<file path="src/assert_macros.svh">
// ----------------------------------------------------------------------------
// assert_macros.svh
// assertion macros shared by the scheduler rtl; empty under synthesis
// ----------------------------------------------------------------------------
`ifndef ASSERT_MACROS_SVH
`define ASSERT_MACROS_SVH
`ifndef SYNTHESIS
// condition must hold at every clock edge out of reset
`define SSTF_ASSERT_NOW(lbl, clk, rst_n, prop, msg) \
	lbl: assert property (@(posedge clk) disable iff (!rst_n) (prop)) else $error(msg);
// condition in one cycle implies a condition in the next
`define SSTF_ASSERT_NEXT(lbl, clk, rst_n, pre, post, msg) \
	lbl: assert property (@(posedge clk) disable iff (!rst_n) (pre) |=> (post)) else $error(msg);
`else
`define SSTF_ASSERT_NOW(lbl, clk, rst_n, prop, msg)
`define SSTF_ASSERT_NEXT(lbl, clk, rst_n, pre, post, msg)
`endif
`endif

</file>
<file path="src/sstf_pkg.sv">
// ----------------------------------------------------------------------------
// sstf_pkg
// word types, per-cell control and constants of the seek scheduler
// ----------------------------------------------------------------------------
package sstf_pkg;

	// request word
	typedef struct packed {
		logic [15:0] track;
		logic [15:0] head_start;
		logic        last;
	} req_word_t;

	// result word
	typedef struct packed {
		logic [15:0] served_track;
		logic [15:0] seek_distance;
		logic [21:0] total_distance;
		logic        overflow;
		logic        final_res;
	} res_word_t;

	// control broadcast to one cell
	typedef struct packed {
		logic active;  // cell holds a request of the current batch
		logic wr_en;   // load the request track into this cell
		logic mark;    // this cell won the last search
		logic clear;   // end of batch, drop served flag
	} cell_ctrl_t;

	localparam logic [15:0] SEEK_MAX  = 16'hFFFF;
	localparam logic [21:0] TOTAL_MAX = 22'h3FFFFF;

endpackage

</file>
<file path="src/sstf_cell.sv">
// ----------------------------------------------------------------------------
// sstf_cell
// one request slot of the search row: holds a track and its served flag,
// and passes the best candidate so far on to the next cell each cycle
// ----------------------------------------------------------------------------
`include "assert_macros.svh"

module sstf_cell #(
	parameter int TRACK_BITS = 16,
	parameter int IDX_W      = 6,
	parameter int INDEX      = 0
) (
	input  logic                   clk,
	input  logic                   arst_n,
	input  sstf_pkg::cell_ctrl_t   ctrl,
	input  logic [TRACK_BITS-1:0]  wr_track,
	input  logic [TRACK_BITS-1:0]  head,
	// candidate from the previous cell
	input  logic                   cand_in_valid,
	input  logic                   cand_in_found,
	input  logic [TRACK_BITS-1:0]  cand_in_dist,
	input  logic [TRACK_BITS-1:0]  cand_in_track,
	input  logic [IDX_W-1:0]       cand_in_idx,
	// candidate to the next cell
	output logic                   cand_out_valid,
	output logic                   cand_out_found,
	output logic [TRACK_BITS-1:0]  cand_out_dist,
	output logic [TRACK_BITS-1:0]  cand_out_track,
	output logic [IDX_W-1:0]       cand_out_idx
);

	logic [TRACK_BITS-1:0] track_q;
	logic                  served_q;
	logic [TRACK_BITS-1:0] own_dist;
	logic                  take;
	logic                  valid_q;
	logic                  found_q;
	logic [TRACK_BITS-1:0] dist_q;
	logic [TRACK_BITS-1:0] ctrack_q;
	logic [IDX_W-1:0]      idx_q;

	// stored request track
	always_ff @(posedge clk) begin
		if (ctrl.wr_en) begin
			track_q <= wr_track;
		end
	end

	// served flag
	always_ff @(posedge clk or negedge arst_n) begin
		if (!arst_n) begin
			served_q <= 1'b0;
		end else if (ctrl.clear || ctrl.wr_en) begin
			served_q <= 1'b0;
		end else if (ctrl.mark) begin
			served_q <= 1'b1;
		end
	end

	// distance from head, strict compare keeps the earlier cell on a tie
	assign own_dist = (head >= track_q) ? (head - track_q) : (track_q - head);
	assign take = ctrl.active && !served_q && (!cand_in_found || own_dist < cand_in_dist);

	// candidate stage control
	always_ff @(posedge clk or negedge arst_n) begin
		if (!arst_n) begin
			valid_q <= 1'b0;
			found_q <= 1'b0;
		end else begin
			valid_q <= cand_in_valid;
			found_q <= cand_in_found || (cand_in_valid && take);
		end
	end

	// candidate stage payload
	always_ff @(posedge clk) begin
		if (cand_in_valid && take) begin
			dist_q   <= own_dist;
			ctrack_q <= track_q;
			idx_q    <= IDX_W'(INDEX);
		end else begin
			dist_q   <= cand_in_dist;
			ctrack_q <= cand_in_track;
			idx_q    <= cand_in_idx;
		end
	end

	assign cand_out_valid = valid_q;
	assign cand_out_found = found_q;
	assign cand_out_dist  = dist_q;
	assign cand_out_track = ctrack_q;
	assign cand_out_idx   = idx_q;

	`SSTF_ASSERT_NOW(a_mark_unserved, clk, arst_n,
		!ctrl.mark || (ctrl.active && !served_q), "cell marked while empty or already served")
	`SSTF_ASSERT_NEXT(a_clear_flag, clk, arst_n,
		ctrl.clear, !served_q, "served flag survived batch end")
	`SSTF_ASSERT_NEXT(a_take_found, clk, arst_n,
		cand_in_valid && take, cand_out_valid && cand_out_found, "taken candidate not passed on")

endmodule

</file>
<file path="config.mk">
export PLATFORM = sky130hd
export DESIGN_NAME = sstf_cell
export DESIGN_NICKNAME = d
export VERILOG_FILES = /design/src/sstf_pkg.sv /design/src/sstf_cell.sv
export VERILOG_INCLUDE_DIRS = /design/src /design/src/src
export SDC_FILE = /design/constraint.sdc
export NUM_CORES = 1
export LEC_CHECK = 0
export BUFFER_PORTS_ARGS = -buffer_cell sky130_fd_sc_hd__buf_2
export CORE_ASPECT_RATIO = 0.5
export CORE_MARGIN = 3
export CORE_UTILIZATION = 55
export CTS_CLUSTER_SIZE = 14
export DETAILED_ROUTE_END_ITERATION = 12
export PLACE_DENSITY = 0.89
export SLEW_MARGIN = 10
export SYNTH_ARGS = -nofsm -noshare
export SYNTH_HDL_FRONTEND = slang
export SYNTH_SLANG_ARGS = --single-unit
</file>
<file path="constraint.sdc">
create_clock -name clk -period 10.6 [get_ports clk]
set_input_delay 0.53 -clock clk [delete_from_list [all_inputs] [get_ports clk]]
set_output_delay 0.53 -clock clk [all_outputs]
set_load 0.005 [all_outputs]
</file>
==> results of run 1 <==
## metal layers
layer / global-route usage / up-vias / wire length (microns)
met5: 0 / - / 0
met4: 0.0922 / 0 / 191
met3: 0.0897 / 15 / 759
met2: 0.362 / 114 / 3750
met1: 0.286 / 1393 / 3850
li1: - / 1495 / -
## worst register-to-register path, cell delays in order (launching register included)
cell and delay, ns:
edfxtp_1 0.42, ha_1 0.49, nand4_1 0.20, a211oi_1 0.27, a21oi_2 0.11, o21ai_4 0.53, mux2i_1 0.29, xor2_1 0.24
ha_1 0.31, a21oi_1 0.16, nand2_1 0.07, a21oi_1 0.13, o21ai_1 0.09, a311oi_1 0.27, o21ai_1 0.09, a21o_1 0.43
buf_4 0.35, mux2_1 0.33
## logic make-up (layout without fill, tap and decap cells)
family,count (synthesis),in the layout,share of synthesized area
compound gates,91,91,0.161
buf+inv,67,186,0.0811
flops,57,57,0.360
fa+ha+maj,48,48,0.168
mux,47,47,0.140
simple gates,40,40,0.0561
xor+xnor,14,14,0.0336
## path summary, 6_finish.rpt
path / end / slack (ns) / cells after the start
setup / recovery: cand_out_dist[13] / 5.70 / 17
hold / removal: cand_out_valid / 0.32 / 1
setup reg to reg: cand_out_dist[13] / 5.70 / 17
hold reg to reg: cand_out_track[15] / 0.51 / 1
max in group asynchronous: served_q / 9.98 / 2
min in group asynchronous: cand_out_found / 0.51 / 2
## Yosys cell counts (2+ instances only)
cell	number
o21ai_0	10
and3_1	3
xnor2_1	7
nand4_1	7
nor2_1	5
o21a_1	3
xor2_1	7
a31o_2	2
dfrtp_1	3
buf_2	8
edfxtp_1	16
a31oi_1	2
o21bai_1	3
buf_6	4
clkbuf_1	2
dfxtp_1	38
a21oi_1	34
nand3_1	2
a211o_1	2
mux2_2	31
fa_1	2
ha_1	46
a21boi_0	2
nand2_1	12
o21ai_1	3
inv_1	51
mux2i_1	15
a21o_1	19
and2_1	7
## metrics by stage
step,util,setup slack (ns)
3_5_place_dp,0.680,5.51
4_1_cts,0.731,5.69
6_report,0.731,5.70
3_3_place_gp,0.680,5.60
2_1_floorplan,-,6.41
5_1_grt,0.731,5.28
## power by group
group	total, mW	internal, mW	switching (mW)
Sequential	0.258	0.249	0.00880
Clock	0.289	0.186	0.103
Combinational	0.240	0.111	0.129
## cell type report
| cell class | instances | area, sq um |
|---|---|---|
| multi-input combinational | 240 | 2040 |
| fill | 437 | 1680 |
| sequential | 57 | 1320 |
| timing repair buffer | 119 | 603 |
| clock buffer | 11 | 275 |
| inverter | 51 | 191 |
| tap | 88 | 110 |
| clock inverter | 5 | 33.8 |
## timing repair
| item | in CTS | in global routing |
|---|---|---|
| endpoints found under the hold margin | 3 | 0 |
| setup buffers | 0 | 0 |
| hold buffers | 1 | 0 |
## registers in the layout (all words and copies together) (netlist names)
| signal | flops |
|---|---|
| cand_out_idx | 6 |
| cand_out_valid | 1 |
| cand_out_track | 16 |
| cand_out_dist | 16 |
| served_q | 1 |
| track_q | 16 |
| cand_out_found | 1 |
==> results.sh, run 1 <==
export IMPL_critPathTopFamily="compound AO/OA/AOI/OAI gates"
export IMPL_antenna_left=0
export IMPL_drt_pass1_iter_count=4
export IMPL_clockRootBuffer="clkbuf_16"
export IMPL_cts_sinks=57
export IMPL_slew_headroom=0.546
export IMPL_num_rows=20
export IMPL_die_area_sq_um=7720
export IMPL_fin_cells=571
export IMPL_critical_path_max_stage_delay_ns=0.53
export IMPL_powerDensity_nw_per_um2=172
export IMPL_dpl_hpwl_microns=6510
export IMPL_wl_microns=8550
export IMPL_place_area_sq_um=4250
export IMPL_critical_path_required_ns=10.82
export IMPL_outcome="complete, no violations"
export IMPL_final_setup_tns_ns=0
export IMPL_nets=604
export IMPL_startpoint_type="flip-flop"
export IMPL_yosysWarnings=0
export IMPL_syn_avg_cell_area_sq_um=10.0
export IMPL_cts_buffers=9
export IMPL_hp_class="in -> reg"
export IMPL_finalPower_uw=788
export IMPL_fin_crit_sh=0.462
export IMPL_yosysSeqAreaShare=0.360
export IMPL_numPortBuffers=117
export IMPL_grt_first_pass_wirelength_microns=13700
export IMPL_postSynthCellCount=364
export IMPL_start_util=0.584
export IMPL_hp_start="cand_in_valid"
export IMPL_vdd_ir_drop_max_mv=0.114
export IMPL_slowest_stage="o21ai_4"
export IMPL_placed_cells=554
export IMPL_cts_tree="yes"
export IMPL_fmax_mhz=204
export IMPL_drive_gt1_frac=0.354
export IMPL_final_area_sq_um=4570
export IMPL_via_per_inst=5.28
export IMPL_synth_top_area_share=0.208
export IMPL_antenna_found_initial=0
export IMPL_grt_pass1_vias=2971
export IMPL_finalMaxSlewViolations=0
export IMPL_synth_area_leaders="dfxtp_1 (21%), ha_1 (16%), edfxtp_1 (13%), mux2_2 (9.6%), inv_1 (5.2%)"
export IMPL_max_slew_worst_pin_slew_ns=0.681
export IMPL_worstPathCellList="ha_1, nand4_1, a211oi_1, a21oi_2, o21ai_4, mux2i_1, xor2_1, ha_1, a21oi_1, nand2_1, a21oi_1, o21ai_1, a311oi_1, o21ai_1, a21o_1, buf_4, mux2_1"
export IMPL_synth_nets=490
export IMPL_holdWs_ns=0.316
export IMPL_endpoint_kind="flip-flop"
export IMPL_worstPathBufferInverterCount=1
export IMPL_critPathArrivalTime_ns=5.12
export IMPL_final_hold_viol_count=0
export IMPL_drc=0
export IMPL_mostFrequentLayoutCells="buf_2 (117), inv_1 (51), ha_1 (46)"
export IMPL_io_pins=118
export IMPL_rsz0062_at_grt="no"
export IMPL_gp_congestion=0.899
export IMPL_clk_latency_ns=0.34
export IMPL_fin_crit_ns=4.90
export IMPL_area_growth_pct=25.1
export IMPL_post_cts_resize_count=0
export IMPL_finClkSkew_ns=0.00597
export IMPL_r2r_start="track_q[11]"
export IMPL_p_leak_nw=2.39
export IMPL_grt_util_all_layers=0.231
export IMPL_syn_area_sq_um=3650
export IMPL_ys_seq_elements=57
export IMPL_cap_violations=0
export IMPL_synth_cell_types=47
export IMPL_synth_top_flop_cell="dfxtp_1"
export IMPL_num_antenna_cells=0
export IMPL_cts_buffer_depth=2
export IMPL_clk_pin_slew_ns=0.05
export IMPL_synth_edf_count=16
export IMPL_via_count=3017
export IMPL_worst_path_max_fanout=23
export IMPL_critPathKind="reg -> reg"
export IMPL_core_sq_um=6260
export IMPL_dieWidth_microns=121
export IMPL_post_drt_wl_per_cell_microns=15.0
export IMPL_yosysTopAreaCell="dfxtp_1"
export IMPL_grt_overflow_total=0
export IMPL_setup_viol_count_final=0
export IMPL_final_common_cell="buf_2"
export IMPL_grt_start_max_net_pins=24
export IMPL_cts_max_level=3
export IMPL_drt_iter0_drc=216
export IMPL_die_y_microns=63.6
export IMPL_startpoint="track_q[11]"
export IMPL_async_flop_share=0.0526
Note: power is estimated with default switching activity, not from simulation.
==> run 2: changes to the inputs <==
--- a/config.mk
+++ b/config.mk
@@ -6,13 +6,14 @@
 export SDC_FILE = /design/constraint.sdc
 export NUM_CORES = 1
 export LEC_CHECK = 0
+export ABC_AREA = 1
 export BUFFER_PORTS_ARGS = -buffer_cell sky130_fd_sc_hd__buf_2
 export CORE_ASPECT_RATIO = 0.5
 export CORE_MARGIN = 3
-export CORE_UTILIZATION = 55
+export CORE_UTILIZATION = 49
 export CTS_CLUSTER_SIZE = 14
 export DETAILED_ROUTE_END_ITERATION = 12
-export PLACE_DENSITY = 0.89
+export PLACE_DENSITY = 0.81
 export SLEW_MARGIN = 10
 export SYNTH_ARGS = -nofsm -noshare
 export SYNTH_HDL_FRONTEND = slang
==> constraint.sdc (replaced) <==
create_clock -name clk -period 4.24 [get_ports clk]
set_input_delay 0.212 -clock clk [delete_from_list [all_inputs] [get_ports clk]]
set_output_delay 0.212 -clock clk [all_outputs]
set_load 0.005 [all_outputs]
==> results.sh, run 2 <==
export IMPL_synth_area_leaders="nand2_1 (19%), dfxtp_1 (17%), ha_1 (13%), inv_1 (12%), edfxtp_1 (11%)"
export IMPL_finalMaxSlewViolations=0
export IMPL_worstPathCellList="ha_1, inv_1, fa_1, nand3_1, nand3_1, nand2_2, nand3_2, nand2_2, nand2_4, inv_4, nand2_1, nand2_1, inv_1, ha_1, nand2_1, inv_1, o21ai_0, a21oi_1, nor2_1, nand2_1, nand2_1, nand2_2, buf_4, o21ai_1"
export IMPL_via_count=4200
export IMPL_max_slew_worst_pin_slew_ns=0.497
export IMPL_nets=903
export IMPL_p_clk_frac=0.361
export IMPL_cts_max_level=3
export IMPL_endpoint_kind="flip-flop"
export IMPL_post_drt_wl_per_cell_microns=12.2
export IMPL_syn_avg_cell_area_sq_um=6.65
export IMPL_clockRootBuffer="clkbuf_16"
export IMPL_io_pins=118
export IMPL_r2r_end="cand_out_dist[6]"
export IMPL_num_antenna_cells=0
export IMPL_power_share_switching=0.335
export IMPL_grt_use_met3=0.0681
export IMPL_mostFrequentLayoutCells="nand2_1 (225), inv_1 (137), buf_2 (117)"
export IMPL_fin_crit_ns=3.51
export IMPL_hp_start="ctrl[0]"
export IMPL_num_rows=23
export IMPL_pwr_share_seq=0.303
export IMPL_worst_path_max_fanout=32
export IMPL_cts_sinks=57
export IMPL_seq_area_sq_um=1320
export IMPL_cts_tree="yes"
export IMPL_die_area_sq_um=10100
export IMPL_dpl_hpwl_microns=9020
export IMPL_critPathTopFamily="simple AND/OR/NAND/NOR gates"
export IMPL_setup_viol_count_final=0
export IMPL_clk_pin_slew_ns=0.05
export IMPL_drt_iter0_drc=195
export IMPL_synth_top_flop_cell="dfxtp_1"
export IMPL_final_common_cell="nand2_1"
export IMPL_core_sq_um=8320
export IMPL_yosysSeqAreaShare=0.302
export IMPL_hold_depth=2
export IMPL_r2r_start="track_q[0]"
export IMPL_via_per_inst=4.70
export IMPL_antenna_left=0
export IMPL_drt_pass1_iter_count=5
export IMPL_dieWidth_microns=139
export IMPL_synth_cell_types=35
export IMPL_yosysTopAreaCell="nand2_1"
export IMPL_critPathKind="reg -> reg"
export IMPL_grt_first_pass_wirelength_microns=17700
export IMPL_drc=0
export IMPL_powerDensity_nw_per_um2=393
export IMPL_critPathArrivalTime_ns=3.70
export IMPL_start_util=0.524
export IMPL_critical_path_max_stage_delay_ns=0.45
export IMPL_die_y_microns=72.7
export IMPL_postSynthCellCount=656
export IMPL_numPortBuffers=117
export IMPL_min_to="served_q"
export IMPL_reg2regPathDepth=24
export IMPL_grt_start_max_net_pins=33
export IMPL_cts_buffers=9
export IMPL_synth_top_area_share=0.195
export IMPL_gp_congestion=0.937
export IMPL_startpoint_type="flip-flop"
export IMPL_grtUsageMet2=0.307
export IMPL_final_setup_tns_ns=0
export IMPL_switchingPower_uw=708
export IMPL_top_usage_layer="met1"
export IMPL_wl_microns=10900
export IMPL_critical_path_required_ns=4.44
export IMPL_multi_input_area_sq_um=2440
export IMPL_internal_power_mw=1.41
export IMPL_comb_power_share=0.336
export IMPL_area_growth_pct=23.5
export IMPL_finClkSkew_ns=0.0101
export IMPL_final_area_sq_um=5380
export IMPL_cap_violations=0
export IMPL_grt_overflow_total=0
export IMPL_slew_headroom=0.669
export IMPL_rsz0062_at_grt="no"
export IMPL_synthTopCellsByCount="nand2_1 (226), inv_1 (137), ha_1 (46)"
export IMPL_vdd_ir_drop_max_mv=0.231
export IMPL_place_area_sq_um=5040
export IMPL_grt_pass1_vias=3810
export IMPL_cts_buffer_depth=2
export IMPL_yosysMostFrequentCell="nand2_1"
export IMPL_synth_edf_count=16
export IMPL_p_leak_nw=3.20
export IMPL_clk_latency_ns=0.34
export IMPL_async_flop_share=0.0526
export IMPL_post_cts_buffers=0
export IMPL_critPathMostFrequentCell="nand2_1"
export IMPL_ys_seq_elements=57
export IMPL_syn_area_sq_um=4360
export IMPL_nFillCells=786
export IMPL_hp_class="in -> reg"
export IMPL_worstPathBufferInverterCount=5
export IMPL_regToRegSetupSlack_ns=0.73
export IMPL_outcome="complete, no violations"
export IMPL_globalRouteMet1Util=0.320
export IMPL_fin_crit_sh=0.827
export IMPL_slowest_stage="fa_1"
export IMPL_yosysWarnings=0
export IMPL_final_hold_viol_count=0
export IMPL_grt_util_all_layers=0.217
export IMPL_drive_gt1_frac=0.220
export IMPL_fmax_mhz=285
export IMPL_antenna_found_initial=0
export IMPL_synth_nets=782
-- run 2: cells by family after synthesis --
| family | after synthesis | share of synthesized area |
|---|---|---|
| xor gates and xnor gates | 14 | 0.0281 |
| adders and majority gates | 48 | 0.141 |
| buffers and inverters | 154 | 0.138 |
| and+or+nand+nor | 323 | 0.318 |
| DFF | 57 | 0.302 |
| AOI/OAI and AO/OA | 60 | 0.0720 |
-- run 2: final cells by class --
cell class | count | share of cell area
clock buffer | 16 | 0.0602
inverter | 143 | 0.100
multi-input combinational | 445 | 0.454
sequential | 57 | 0.245
tap | 112 | 0.0260
timing repair buffer | 121 | 0.115
-- run 2: power by group through the flow --
stage | logic [mW] | clock network (mW) | registers, mW
after global routing | 0.811 | 0.809 | 0.645
final | 0.710 | 0.763 | 0.639
after CTS | 0.705 | 0.779 | 0.640
after floorplan | 0.482 | 0 | 0.657
after detailed placement | 0.699 | 0 | 0.650
after global placement | 0.687 | 0 | 0.648
-- run 2: what timing repair did --
action                                 4_1_cts  5_1_grt
resized for setup                            0        0
endpoints found under the hold margin        4        0
setup endpoints to repair                    0        0
hold buffers                                 2        0
-- run 2: layer usage --
metal  routed length, microns  up-vias  part of all wire
li1                         -     2233                 -
met1                     5680     1815              0.52
met2                     4080      139              0.38
met3                      952       13             0.088
met4                      155        0             0.014
met5                        0        -                 0
-- run 2: worst register-to-register path, stage by stage (launching register included) --
cell and delay [ns]:
edfxtp_1 0.34, ha_1 0.15, inv_1 0.08, fa_1 0.45
nand3_1 0.10, nand3_1 0.14, nand2_2 0.12, nand3_2 0.08
nand2_2 0.08, nand2_4 0.12, inv_4 0.18, nand2_1 0.07
nand2_1 0.09, inv_1 0.05, ha_1 0.29, nand2_1 0.06
inv_1 0.07, o21ai_0 0.08, a21oi_1 0.13, nor2_1 0.05
nand2_1 0.09, nand2_1 0.07, nand2_2 0.06, buf_4 0.29
o21ai_1 0.14
-- run 2: worst max path at each step --
| stage | start | end | slack [ns] | cells past startpoint |
|---|---|---|---|---|
| after floorplan | track_q[0] | cand_out_track[0] | 1.08 | 25 |
| after global placement | head[0] | cand_out_dist[15] | 0.82 | 25 |
| after detailed placement | head[0] | cand_out_dist[9] | 0.75 | 26 |
| after CTS | track_q[0] | cand_out_dist[6] | 0.74 | 24 |
| after global routing | track_q[0] | cand_out_dist[6] | 0.29 | 25 |
| final | track_q[0] | cand_out_dist[6] | 0.73 | 24 |
-- run 2: metrics by stage --
step | util | setup WS [ns] | std cells | hold WS [ns] | total power, mW
after CTS | 0.647 | 0.740 | 894 | 0.0149 | 2.12
after detailed placement | 0.606 | 0.747 | 876 | 0.0111 | 1.35
after global placement | 0.606 | 0.817 | 876 | 0.00942 | 1.34
after floorplan | - | 1.08 | 656 | -0.0836 | 1.14
after global routing | 0.647 | 0.285 | 894 | 0.0192 | 2.27
final | 0.647 | 0.733 | 894 | 0.0213 | 2.11
==> run 3: changes to the inputs <==
--- a/config.mk
+++ b/config.mk
@@ -10,10 +10,10 @@
 export BUFFER_PORTS_ARGS = -buffer_cell sky130_fd_sc_hd__buf_2
 export CORE_ASPECT_RATIO = 0.5
 export CORE_MARGIN = 3
-export CORE_UTILIZATION = 49
+export CORE_UTILIZATION = 54
 export CTS_CLUSTER_SIZE = 14
 export DETAILED_ROUTE_END_ITERATION = 12
-export PLACE_DENSITY = 0.81
+export PLACE_DENSITY = 0.85
 export SLEW_MARGIN = 10
 export SYNTH_ARGS = -nofsm -noshare
 export SYNTH_HDL_FRONTEND = slang
==> constraint.sdc (replaced) <==
create_clock -name clk -period 3.5 [get_ports clk]
set_input_delay 0.175 -clock clk [delete_from_list [all_inputs] [get_ports clk]]
set_output_delay 0.175 -clock clk [all_outputs]
set_load 0.005 [all_outputs]
==> results.sh, run 3 (same netlist as run 2, synthesis figures left out) <==
export IMPL_via_per_inst=5.11
export IMPL_grt_first_pass_wirelength_microns=18800
export IMPL_drive_gt1_frac=0.290
export IMPL_drt_iter0_drc=452
export IMPL_wl_microns=13500
export IMPL_powerDensity_nw_per_um2=448
export IMPL_post_drt_wl_per_cell_microns=14.7
export IMPL_antenna_left=0
export IMPL_cts_tree="yes"
export IMPL_worstPathBufferInverterCount=6
export IMPL_worst_path_max_fanout=11
export IMPL_core_sq_um=7570
export IMPL_grt_overflow_total=0
export IMPL_clk_latency_ns=0.34
export IMPL_die_area_sq_um=9250
export IMPL_gp_congestion=0.988
export IMPL_cts_buffers=9
export IMPL_cap_violations=0
export IMPL_num_rows=22
export IMPL_final_hold_viol_count=0
export IMPL_layout_setup_ws_ns=0.105
export IMPL_cts_max_level=3
export IMPL_finalMaxSlewViolations=0
export IMPL_start_util=0.576
export IMPL_critPathArrivalTime_ns=3.61
export IMPL_max_slew_worst_pin_slew_ns=0.521
export IMPL_grt_pass1_vias=3993
export IMPL_clockRootBuffer="clkbuf_16"
export IMPL_via_count=4683
export IMPL_clk_pin_slew_ns=0.06
export IMPL_cts_sinks=57
export IMPL_drc=0
export IMPL_critPathTopFamily="simple AND/OR/NAND/NOR gates"
export IMPL_antenna_found_initial=0
export IMPL_io_pins=118
export IMPL_setup_viol_count_final=0
export IMPL_slowest_stage="fa_2"
export IMPL_numPortBuffers=117
export IMPL_die_y_microns=69.5
export IMPL_critPathMostFrequentCell="nand2_1"
export IMPL_num_antenna_cells=0
export IMPL_critPathKind="reg -> reg"
export IMPL_fin_crit_sh=0.970
export IMPL_grt_util_all_layers=0.254
export IMPL_post_place_ws_ns=0.0696
export IMPL_critical_path_required_ns=3.72
export IMPL_area_growth_pct=36.0
export IMPL_drt_pass1_iter_count=5
export IMPL_cts_buffer_depth=2
export IMPL_finalPower_mw=2.66
export IMPL_fin_crit_ns=3.39
export IMPL_p_leak_nw=3.40
export IMPL_slew_headroom=0.653
export IMPL_vdd_ir_drop_max_mv=0.254
export IMPL_mostFrequentLayoutCells="nand2_1 (217), inv_1 (137), buf_2 (117)"
export IMPL_outcome="complete, no violations"
export IMPL_final_common_cell="nand2_1"
export IMPL_endpoint_kind="flip-flop"
export IMPL_holdWs_ns=0.0108
export IMPL_dieWidth_microns=133
export IMPL_startpoint_type="flip-flop"
export IMPL_finClkSkew_ns=0.00693
export IMPL_fmax_mhz=295
export IMPL_critical_path_max_stage_delay_ns=0.36
export IMPL_grt_start_max_net_pins=33
export IMPL_dpl_hpwl_microns=9300
export IMPL_hp_class="in -> reg"
export IMPL_nets=930
export IMPL_final_core_utilization=0.783
-- run 3: power breakdown --
part / total, mW / internal, mW / switching (mW)
Clock: 0.811 / 0.495 / 0.316
Sequential: 0.781 / 0.754 / 0.0265
Combinational: 1.06 / 0.433 / 0.631
Total: 2.66 / 1.68 / 0.973
-- run 3: layout make-up --
| cell class | instances | area (sq um) |
|---|---|---|
| clock buffer | 11 | 243 |
| clock inverter | 5 | 30.0 |
| fill | 554 | 1640 |
| inverter | 143 | 549 |
| multi-input combinational | 445 | 2720 |
| sequential | 57 | 1320 |
| tap | 108 | 135 |
| timing repair buffer | 148 | 932 |
-- run 3: timing repair --
action                                  CTS  global route
endpoints found under the setup margin    0            38
hold buffers                              3             0
gates resized for setup                   0            65
buffers inserted                          0            19
endpoints found under the hold margin     5             0
-- run 3: worst register-to-register path, delay by kind of cell (launching register included) --
kind / cells / cell delay (ns)
flops: 1 / 0.35
fa+ha+maj: 3 / 0.77
simple gates: 18 / 1.47
compound gates: 1 / 0.08
buf+inv: 6 / 0.60
-- run 3: worst paths after layout --
kind / startpoint / to / slack, ns / cells past startpoint
max in group asynchronous: arst_n / cand_out_valid / 3.18 / 2
min in group asynchronous: arst_n / served_q / 0.20 / 2
max: track_q[0] / cand_out_track[8] / 0.11 / 28
max reg2reg: track_q[0] / cand_out_track[8] / 0.11 / 28
min reg2reg: track_q[15] / cand_out_track[15] / 0.54 / 2
min: wr_track[1] / track_q[1] / 0.01 / 1
-- run 3: stage by stage --
step / instance area, sq um / TNS [ns] / cells
2_1_floorplan: 4360 / 0 / 656
3_5_place_dp: 5070 / 0 / 873
5_1_grt: 5930 / -1.97 / 917
6_report: 5930 / 0 / 917
4_1_cts: 5370 / 0 / 892
3_3_place_gp: 5070 / 0 / 873
-- run 3: metal layers --
layer  track usage  vias up  part of all wire
met4        0.0541        0             0.016
met5             0        -                 0
met3        0.0623       26              0.10
met1         0.377     2130              0.46
li1              -     2294                 -
met2         0.372      233              0.42
